<file path="src/rtl/tkcs_pkg.sv">
// ----------------------------------------------------------------------------
// tkcs_pkg
// Shared constants and types for the top-k class score selector.
// ----------------------------------------------------------------------------
package tkcs_pkg;

  localparam int MAX_K_DEFAULT       = 16;
  localparam int MAX_CLASSES_DEFAULT = 2048;

  localparam int SCORE_W = 32;
  localparam int ID_W    = 11;
  localparam int COUNT_W = 11;
  localparam int TOPK_W  = 5;

  localparam logic [COUNT_W-1:0] COUNT_RESET = 11'd1000;
  localparam logic [TOPK_W-1:0]  TOPK_RESET  = 5'd5;

  localparam logic REG_CLASS_COUNT = 1'b0;
  localparam logic REG_TOP_K       = 1'b1;

  typedef struct packed {
    logic insert;
    logic clear;
    logic shift_out;
  } ctrl_cmd_t;

  // Order-preserving key; both zeros map to the same key.
  function automatic logic [SCORE_W-1:0] order_key(input logic [SCORE_W-1:0] bits);
    logic [SCORE_W-1:0] b;
    b = (bits[SCORE_W-2:0] == '0) ? '0 : bits;
    return b[SCORE_W-1] ? ~b : (b | {1'b1, {(SCORE_W-1){1'b0}}});
  endfunction

endpackage

</file>
<file path="src/rtl/tkcs_datapath.sv">
// ----------------------------------------------------------------------------
// tkcs_datapath
// Ranked list with parallel compare-and-shift insertion and shift-out read.
// ----------------------------------------------------------------------------
module tkcs_datapath #(
  parameter int MAX_K = tkcs_pkg::MAX_K_DEFAULT
) (
  input  logic                         clk,
  input  logic                         rst,
  input  tkcs_pkg::ctrl_cmd_t          cmd,
  input  logic [tkcs_pkg::SCORE_W-1:0] in_score,
  input  logic [tkcs_pkg::ID_W-1:0]    in_id,
  output logic [tkcs_pkg::SCORE_W-1:0] head_score,
  output logic [tkcs_pkg::ID_W-1:0]    head_id,
  output logic [$clog2(MAX_K+1)-1:0]   fill
);

  localparam int FILL_W = $clog2(MAX_K + 1);

  logic [tkcs_pkg::SCORE_W-1:0] scores [MAX_K];
  logic [tkcs_pkg::SCORE_W-1:0] keys   [MAX_K];
  logic [tkcs_pkg::ID_W-1:0]    ids    [MAX_K];
  logic [MAX_K-1:0]             valid;
  logic [MAX_K-1:0]             below;
  logic [tkcs_pkg::SCORE_W-1:0] new_key;

  assign new_key    = tkcs_pkg::order_key(in_score);
  assign head_score = scores[0];
  assign head_id    = ids[0];

  // Entry i takes the new item if it is the first slot where the new key is
  // strictly above the stored one (or empty); entries after it shift down.
  always_comb begin
    for (int i = 0; i < MAX_K; i++) begin
      below[i] = !valid[i] || (keys[i] < new_key);
    end
  end

  always_ff @(posedge clk) begin
    for (int i = 0; i < MAX_K; i++) begin
      if (cmd.insert) begin
        if (below[i]) begin
          if (i == 0 || !below[(i == 0) ? 0 : i-1]) begin
            scores[i] <= in_score;
            keys[i]   <= new_key;
            ids[i]    <= in_id;
          end else begin
            scores[i] <= scores[(i == 0) ? 0 : i-1];
            keys[i]   <= keys[(i == 0) ? 0 : i-1];
            ids[i]    <= ids[(i == 0) ? 0 : i-1];
          end
        end
      end else if (cmd.shift_out) begin
        if (i < MAX_K - 1) begin
          scores[i] <= scores[(i < MAX_K - 1) ? i+1 : i];
          keys[i]   <= keys[(i < MAX_K - 1) ? i+1 : i];
          ids[i]    <= ids[(i < MAX_K - 1) ? i+1 : i];
        end
      end
    end
  end

  always_ff @(posedge clk) begin
    if (rst || cmd.clear) begin
      valid <= '0;
      fill  <= '0;
    end else if (cmd.insert) begin
      if (!valid[MAX_K-1]) begin
        valid <= (valid << 1) | MAX_K'(1);
        fill  <= fill + FILL_W'(1);
      end
    end else if (cmd.shift_out) begin
      valid <= valid >> 1;
      fill  <= fill - FILL_W'(1);
    end
  end

endmodule

</file>
<file path="src/rtl/tkcs_controller.sv">
// ----------------------------------------------------------------------------
// tkcs_controller
// Row position tracking, end-of-row detection and result emission sequencing.
// ----------------------------------------------------------------------------
module tkcs_controller #(
  parameter int MAX_K = tkcs_pkg::MAX_K_DEFAULT
) (
  input  logic                         clk,
  input  logic                         rst,
  input  logic [tkcs_pkg::COUNT_W-1:0] class_count,
  input  logic [tkcs_pkg::TOPK_W-1:0]  top_k,
  input  logic                         in_valid,
  output logic                         in_ready,
  output logic [tkcs_pkg::ID_W-1:0]    position,
  input  logic [$clog2(MAX_K+1)-1:0]   fill,
  output logic                         out_valid,
  input  logic                         out_ready,
  output logic                         out_last,
  output tkcs_pkg::ctrl_cmd_t          cmd
);

  localparam int FILL_W = $clog2(MAX_K + 1);
  localparam int K_W    = (FILL_W > tkcs_pkg::TOPK_W) ? FILL_W : tkcs_pkg::TOPK_W;

  localparam logic S_RUN  = 1'b0;
  localparam logic S_EMIT = 1'b1;

  logic                          state;
  logic [FILL_W-1:0]             remain;
  logic [tkcs_pkg::COUNT_W-1:0]  count;
  logic                          row_end;
  logic [K_W-1:0]                k_lim;
  logic [K_W-1:0]                fill_after;
  logic [K_W-1:0]                n_out;
  logic                          accept;

  assign count    = (class_count == '0) ? tkcs_pkg::COUNT_W'(1) : class_count;
  assign row_end  = ({1'b0, position} + 12'd1) >= {1'b0, count};
  assign k_lim    = (K_W'(top_k) > K_W'(MAX_K)) ? K_W'(MAX_K) : K_W'(top_k);
  assign fill_after = (fill == FILL_W'(MAX_K)) ? K_W'(fill) : K_W'(fill) + K_W'(1);
  assign n_out    = (k_lim < fill_after) ? k_lim : fill_after;

  assign in_ready  = (state == S_RUN);
  assign accept    = in_valid && in_ready;
  assign out_valid = (state == S_EMIT);
  assign out_last  = (remain == FILL_W'(1));

  always_comb begin
    cmd.insert    = accept;
    cmd.shift_out = out_valid && out_ready;
    cmd.clear     = (accept && row_end && n_out == '0) ||
                    (out_valid && out_ready && out_last);
  end

  always_ff @(posedge clk) begin
    if (rst) begin
      state    <= S_RUN;
      remain   <= '0;
      position <= '0;
    end else begin
      case (state)
        S_RUN: begin
          if (accept) begin
            if (row_end) begin
              position <= '0;
              if (n_out != '0) begin
                state  <= S_EMIT;
                remain <= FILL_W'(n_out);
              end
            end else begin
              position <= position + tkcs_pkg::ID_W'(1);
            end
          end
        end
        S_EMIT: begin
          if (out_ready) begin
            remain <= remain - FILL_W'(1);
            if (out_last) state <= S_RUN;
          end
        end
        default: state <= S_RUN;
      endcase
    end
  end

endmodule

</file>
<file path="src/rtl/topk_class_score_selector_unit.sv">
// ----------------------------------------------------------------------------
// topk_class_score_selector_unit
// Streaming top-k selection of class scores, emitted per row in rank order.
// ----------------------------------------------------------------------------
// Channel  Dir  Payload
// s_axis   in   tdata[31:0] score
// m_axis   out  tdata[10:0] class_id, [42:11] confidence; tlast row_end
// cfg      in   index 0 class_count, 1 top_k; data
//
// One score per cycle inside a row (parallel compare-and-shift insertion).
// The first result of a row is valid the cycle after its last score transfers;
// the input then stalls until the n-th result transfers, and stays stalled while
// m_axis_tready is low.
// Synchronous reset empties the list, zeroes the row position and loads the
// register defaults.
module topk_class_score_selector_unit #(
  parameter int MAX_K = tkcs_pkg::MAX_K_DEFAULT
) (
  input  logic        clk,
  input  logic        rst,
  input  logic        s_axis_tvalid,
  output logic        s_axis_tready,
  input  logic [31:0] s_axis_tdata,   // score
  output logic        m_axis_tvalid,
  input  logic        m_axis_tready,
  output logic [47:0] m_axis_tdata,   // class_id, confidence, zero pad
  output logic        m_axis_tlast,   // row_end
  input  logic        cfg_valid,
  output logic        cfg_ready,
  input  logic        cfg_index,
  input  logic [15:0] cfg_data
);

  logic [tkcs_pkg::COUNT_W-1:0] class_count;
  logic [tkcs_pkg::TOPK_W-1:0]  top_k;
  tkcs_pkg::ctrl_cmd_t          cmd;
  logic [tkcs_pkg::ID_W-1:0]    position;
  logic [$clog2(MAX_K+1)-1:0]   fill;
  logic [tkcs_pkg::SCORE_W-1:0] head_score;
  logic [tkcs_pkg::ID_W-1:0]    head_id;

  assign cfg_ready = 1'b1;

  always_ff @(posedge clk) begin
    if (rst) begin
      class_count <= tkcs_pkg::COUNT_RESET;
      top_k       <= tkcs_pkg::TOPK_RESET;
    end else if (cfg_valid) begin
      case (cfg_index)
        tkcs_pkg::REG_CLASS_COUNT: class_count <= cfg_data[tkcs_pkg::COUNT_W-1:0];
        tkcs_pkg::REG_TOP_K:       top_k       <= cfg_data[tkcs_pkg::TOPK_W-1:0];
        default: ;
      endcase
    end
  end

  tkcs_controller #(.MAX_K(MAX_K)) u_ctrl (
    .clk(clk), .rst(rst), .class_count(class_count), .top_k(top_k),
    .in_valid(s_axis_tvalid), .in_ready(s_axis_tready), .position(position),
    .fill(fill), .out_valid(m_axis_tvalid), .out_ready(m_axis_tready),
    .out_last(m_axis_tlast), .cmd(cmd)
  );

  tkcs_datapath #(.MAX_K(MAX_K)) u_dp (
    .clk(clk), .rst(rst), .cmd(cmd), .in_score(s_axis_tdata), .in_id(position),
    .head_score(head_score), .head_id(head_id), .fill(fill)
  );

  assign m_axis_tdata = {5'd0, head_score, head_id};

  a_no_accept_while_emit: assert property (@(posedge clk) disable iff (rst)
    m_axis_tvalid |-> !s_axis_tready) else $error("input taken during emission");
  a_fill_bound: assert property (@(posedge clk) disable iff (rst)
    fill <= ($clog2(MAX_K+1))'(MAX_K)) else $error("fill overflow");
  a_last_clears: assert property (@(posedge clk) disable iff (rst)
    (m_axis_tvalid && m_axis_tready && m_axis_tlast) |=> (fill == '0 && s_axis_tready))
    else $error("list not cleared after row");

endmodule
</file>
<file path="config.mk">
export PLATFORM = sky130hd
export DESIGN_NAME = topk_class_score_selector_unit
export DESIGN_NICKNAME = d
export VERILOG_FILES = /design/src/rtl/tkcs_pkg.sv /design/src/rtl/tkcs_datapath.sv /design/src/rtl/tkcs_controller.sv /design/src/rtl/topk_class_score_selector_unit.sv
export SDC_FILE = /design/constraint.sdc
export NUM_CORES = 2
export LEC_CHECK = 0
export ABC_AREA = 0
export BUFFER_PORTS_ARGS = -buffer_cell sky130_fd_sc_hd__buf_2
export CORE_ASPECT_RATIO = 0.75
export CORE_MARGIN = 2
export CORE_UTILIZATION = 41
export DETAILED_ROUTE_END_ITERATION = 10
export PLACE_DENSITY = 0.57
export SETUP_SLACK_MARGIN = 0.3
export SYNTH_ARGS = -nofsm -noshare
export SYNTH_HDL_FRONTEND = slang
export SYNTH_HIERARCHICAL = 1
export SYNTH_SLANG_ARGS = --single-unit
export TNS_END_PERCENT = 100
</file>
<file path="constraint.sdc">
create_clock -name clk -period 26.1 [get_ports clk]
set_input_delay 5.22 -clock clk [delete_from_list [all_inputs] [get_ports clk]]
set_output_delay 5.22 -clock clk [all_outputs]
set_load 0.05 [all_outputs]
</file>
# [Yosys cells after proc, flatten, opt, wreduce, memory -nomap -nowiden]
# Memory sizes are Yosys's and may differ from the RTL's.
# Cells that the tools add are included.
[classes] addsub=5 n_bitwise=93 n_eq_ne=7 n_reduce_logical=49 mux=239 magnitude_cmp=19
[ops] cell="32-bit two-way mux" count=62
[ops] cell="32-bit < comparator" count=16
[ops] cell="11-bit two-way mux" count=32
[ops] cell="1-bit two-way mux" count=130
[ops] cell="1-bit OR" count=90
[ops] cell="5-bit two-way mux" count=10
[ops] cell="16-bit two-way mux" count=3
[ops] cell="32-bit inverter" count=1
[ops] cell="31-bit zero test" count=1
[ops] cell="1-bit logical OR" count=18
[ops] cell="1-bit zero test" count=16
[ops] cell="11-bit by 1-bit adder with 12-bit output, second input constant" count=1
[ops] cell="12-bit by 11-bit greater-or-equal comparator with 1-bit output" count=1
[ops] cell="11-bit by 1-bit adder with 11-bit output, second input constant" count=1
[ops] cell="11-bit zero test" count=1
[ops] cell="2-bit != test, second input constant" count=5
[ops] cell="5-bit one-hot mux with 2 select lines" count=1
[ops] cell="5-bit by 1-bit subtractor with 5-bit output, second input constant" count=2
[ops] cell="2-bit AND reduction" count=4
[ops] cell="5-bit by 1-bit adder with 5-bit output, second input constant" count=1
[ops] cell="5-bit by 1-bit equality test with 1-bit output, second input constant" count=1
[ops] cell="5-bit equality test, second input constant" count=1
[ops] cell="5-bit greater-than comparator, second input constant" count=1
[ops] cell="1-bit logical AND" count=5
[ops] cell="other kinds (7)" count=8
[word_totals] ramBits=1200 inputBits=54 n_memories=3 elab_cells=423 reg_bits=54
[mem_list] name="u_dp.keys" depth=16 width=32 rd=16 rd_clocked_by_memory_dff=0 wr=16 line_no="tkcs_datapath.sv:21" rtl="logic [tkcs_pkg::SCORE_W-1:0] keys [MAX_K];"
[mem_list] name="u_dp.scores" depth=16 width=32 rd=16 rd_clocked_by_memory_dff=0 wr=16 line_no="tkcs_datapath.sv:20" rtl="logic [tkcs_pkg::SCORE_W-1:0] scores [MAX_K];"
[mem_list] name="u_dp.ids" depth=16 width=11 rd=16 rd_clocked_by_memory_dff=0 wr=16 line_no="tkcs_datapath.sv:22" rtl="logic [tkcs_pkg::ID_W-1:0] ids [MAX_K];"

# [Logic depth before layout (Yosys ltp)]
[logic_depth] ltp_word=12 ltp_mapped=19 depth_no_buf=14

# [Hierarchy]
# Netlist, hierarchy kept.
[by_module_without_submodules] module="tkcs_datapath" cells_each=6154 seq_area_each_um2=36455.0 area_each_um2=70573.9 n_inst=1
[by_module_without_submodules] module="tkcs_controller" cells_each=219 seq_area_each_um2=340.3 area_each_um2=1706.6 n_inst=1
[by_module_without_submodules] module="topk_class_score_selector_unit" cells_each=74 seq_area_each_um2=320.3 area_each_um2=721.9 n_inst=1

# [Worst setup path before layout]
# OpenSTA, ideal clock, no wires.
[synth_path] path_type="input to register" start="input s_axis_tdata[0]" end="memory u_dp/ids[1][44] in the netlist's numbering, enable pin" arrival_time_ps=13534 n_path_buf=2 setup_time_ps=612 stages=15 path_slack_ps=11954 cell_sequence="nor4_1 nand4_1 nor2_1 clkbuf_1 clkbuf_1 nor2_1 inv_1 ha_1 a21o_1 a21o_1 a21oi_1 o21ai_0 and2_1 a211o_1 o21ai_0"
[synth_rtl] element="start: declaration" line_no="topk_class_score_selector_unit.sv:23" rtl="input logic [31:0] s_axis_tdata,"
[synth_rtl] element="end: declaration" line_no="tkcs_datapath.sv:22"

==> results.yml <==
detailed_routing:
  viasPerCell: 7.04
  dr.pass1.iters: 6
  wl_mm: 277
  routedWlPerCell_um: 32.1
  drtIter0Drc: 9222
  antenna_left: 0
  drc: 0
  route.vias.total: 60800
clocking:
  hold_buffers: 0
  tritoncts: "done"
  path_clk_slew_ps: 60
  insertion_delay_ps: 810
  htree_levels: 4
  cts_buffer_depth: 3
  numCtsBuffers: 137
  postCtsSetupRepairBufs: 0
  clkSinkCount: 1254
  root_buffer: "clkbuf_16"
  postCtsResizedCells: 0
synth:
  seq_area_frac_synth: 0.508
  syn_area_um2: 73000
  yosysUniqueCellTypes: 95
  ys_seq_elements: 1254
  yosys_warnings: 6
  yosys.area.top_type: "edfxtp_1"
  synth_top_cells_by_count: "edfxtp_1 (1200), a221o_1 (678), nand2_1 (533)"
  synth-edff-count: 1200
  yosysMostFrequentCell: "edfxtp_1"
  synth_top_area_frac: 0.494
  ys.flop_type: "edfxtp_1"
  avgSynthCellArea_um2: 11.3
  syn-instance-count: 6447
  async_reset_ff_frac: 0
  synth.area.top_cells: "edfxtp_1 (49%), a221o_1 (9.3%), ha_1 (8.6%)"
timing:
  fin_skew_ps: 51.6
  setup_viol: 0
  fin_crit_ps: 13770
  max_freq_ghz: 0.0726
  fin_crit_sh: 0.528
  slew_violations: 0
  relSlewSlack: 0.154
  finalSetupTns_ps: 0
  tightest_slew_ps: 1270
  finalHoldViolCount: 0
  rsz0062_at_grt: "no"
setup_path:
  crit_type: "in2reg"
  r2r_setup_slack_ps: 19390
  cp_data_required_time_ps: 26520
  reg2reg_from: "u_dp/keys[0][51]$_DFFE_PP_"
  crit_path_start_kind: "input pin"
  reg2reg_depth: 11
  cp.arrival_ps: 14200
  r2r_end: "u_dp/scores[0][51]$_DFFE_PP_"
  cp-end-kind: "flip-flop"
  cp_max_fo: 45
worst_hold_path:
  holdPathStages: 2
  worstHoldEndpoint: "class_count[0]$_SDFFE_PP0P_"
  holdCritStartpoint: "class_count[0]$_SDFFE_PP0P_"
  hold_class: "reg2reg"
outcome:
  status: "finished, final reports clean"
job:
  drv_cap: 0
global_route:
  grt_pass1_wl_mm: 400
  gr-total-overflow: 0
  grt_pass1_vias: 56100
  antenna_found_initial: 5
  grt_start_max_net_pins: 233
  grtUsageTotal: 0.295
placement:
  dp_hpwl_mm: 172
  place_area_um2: 75100
  routabilityCongestion: 0.953
  port_buffers: 94
die:
  start_util: 0.412
  core-area_um2: 177000
  die_y_um: 369
  std_cell_rows: 134
  io_pins: 106
  die-area_um2: 181000
  die_w_um: 491
cells_and_area:
  drive_gt1_frac: 0.0883
  nets: 6703
  syn_to_final_growth_pct: 9.05
  stdcell_area_um2: 79600
power_and_ir_drop:
  vdd_drop_max_v: 0.0000584
  power_density_nw_per_um2: 69.3
  p_leak_uw: 0.0306
==> sequential cells by signal, indices dropped and copies added, names as in the netlist <==
name	flops
u_dp/keys	512
u_dp/scores	512
u_dp/ids	176
u_dp/valid	16
class_count	11
u_ctrl/position	11
top_k	5
u_ctrl/remain	5
u_dp/fill	5
u_ctrl/out_valid	1
==> power breakdown <==
group | total (uW) | switching, uW | internal [uW]
clock | 2030 | 895 | 1130
sequential | 2560 | 133 | 2420
combinational | 934 | 589 | 344
total | 5520 | 1620 | 3900
==> how the worst max path moves through the flow <==
stage	startpoint	endpoint	cells past startpoint
after floorplan	s_axis_tdata[0]	u_dp/ids[1][44]$_DFFE_PP_	15
after global placement	s_axis_tdata[3]	u_dp/scores[0][51]$_DFFE_PP_	19
after detailed placement	s_axis_tdata[3]	u_dp/scores[0][51]$_DFFE_PP_	19
after CTS	s_axis_tdata[3]	u_dp/scores[0][51]$_DFFE_PP_	19
after global routing	s_axis_tdata[4]	u_dp/scores[0][35]$_DFFE_PP_	19
final	s_axis_tdata[3]	u_dp/scores[0][51]$_DFFE_PP_	19
==> worst max-delay path, cell delays in order <==
cell,delay [ps]
buf_2,160
nor4_1,900
nand4_1,510
nor2_4,620
buf_4,390
nor2_1,140
inv_1,70
buf_4,260
ha_1,300
a21o_1,160
a221oi_1,880
o41ai_1,200
o31a_1,410
a21oi_4,890
buf_4,680
buf_4,580
nand3_1,220
nand2_4,630
buf_4,810
==> cell type report <==
cell class	instances	area (um2)
fill	16400	97800
inverter	147	552
tap	2380	2980
antenna	1	2.50
sequential	1254	37100
timing repair buffer	233	1640
clock inverter	69	761
clock buffer	176	3710
multi-input combinational	4372	32800
==> per-stage QoR <==
| step | util | hold slack (ps) | instances | power [uW] | worst slack [ps] |
|---|---|---|---|---|---|
| finish | 0.449 | 483 | 8632 | 5520 | 12330 |
| global route | 0.449 | 510 | 8631 | 5700 | 11990 |
| CTS | 0.449 | 488 | 8631 | 5500 | 12650 |
| detailed placement | 0.424 | 476 | 8386 | 3490 | 11800 |
| global placement | 0.424 | 474 | 8386 | 3460 | 11840 |
| floorplan | - | 442 | 6451 | 3150 | 11950 |
==> per-layer routing <==
metal	part of all wire	routed length, um	GRT usage	up-vias
met5	0.000047	13	0	-
met4	0.031	8660	0.0939	2
met3	0.14	38000	0.0784	422
met2	0.39	108000	0.387	4369
met1	0.44	123000	0.459	30400
li1	-	-	-	25500
==> logic make-up (layout without fill, tap and decap cells) <==
family / count (synthesis) / in the layout / share of synthesized area
buffers and inverters: 825 / 625 / 0.0471
XOR/XNOR: 50 / 50 / 0.00600
AND/OR/NAND/NOR: 1498 / 1498 / 0.102
AO/OA/AOI/OAI: 2220 / 2220 / 0.233
multiplexers: 92 / 92 / 0.0166
other: 2 / 7 / 0.000103
flip-flops: 1254 / 1254 / 0.508
adder cells (fa/ha/maj): 506 / 506 / 0.0868
==> layout by cell type (no fill, tap or decap), types with 12 or more instances in the layout <==
| cell type | instances |
|---|---|
| ha_1 | 503 |
| nand3_1 | 223 |
| nor3_1 | 37 |
| and3_1 | 239 |
| mux2_1 | 25 |
| dfxtp_1 | 54 |
| a221oi_1 | 41 |
| nor2b_1 | 20 |
| nand2_1 | 522 |
| clkinv_2 | 13 |
| a21o_1 | 117 |
| nor2_1 | 158 |
| nor4_1 | 19 |
| clkbuf_1 | 29 |
| nand4_1 | 147 |
| edfxtp_1 | 1200 |
| bufinv_16 | 12 |
| mux2i_1 | 15 |
| xnor2_1 | 41 |
| and4_1 | 26 |
| clkbuf_16 | 141 |
| clkinv_1 | 28 |
| nand2b_1 | 21 |
| a221o_1 | 678 |
| a21oi_1 | 462 |
| o221ai_1 | 39 |
| a211o_1 | 101 |
| o21ai_1 | 19 |
| mux2_4 | 51 |
| a22oi_1 | 21 |
| buf_2 | 94 |
| o211ai_1 | 241 |
| o21a_1 | 20 |
| inv_1 | 146 |
| o21ai_0 | 61 |
| a211oi_1 | 23 |
| buf_4 | 129 |
| a31oi_1 | 303 |
Power figures use the tool's default switching activity.
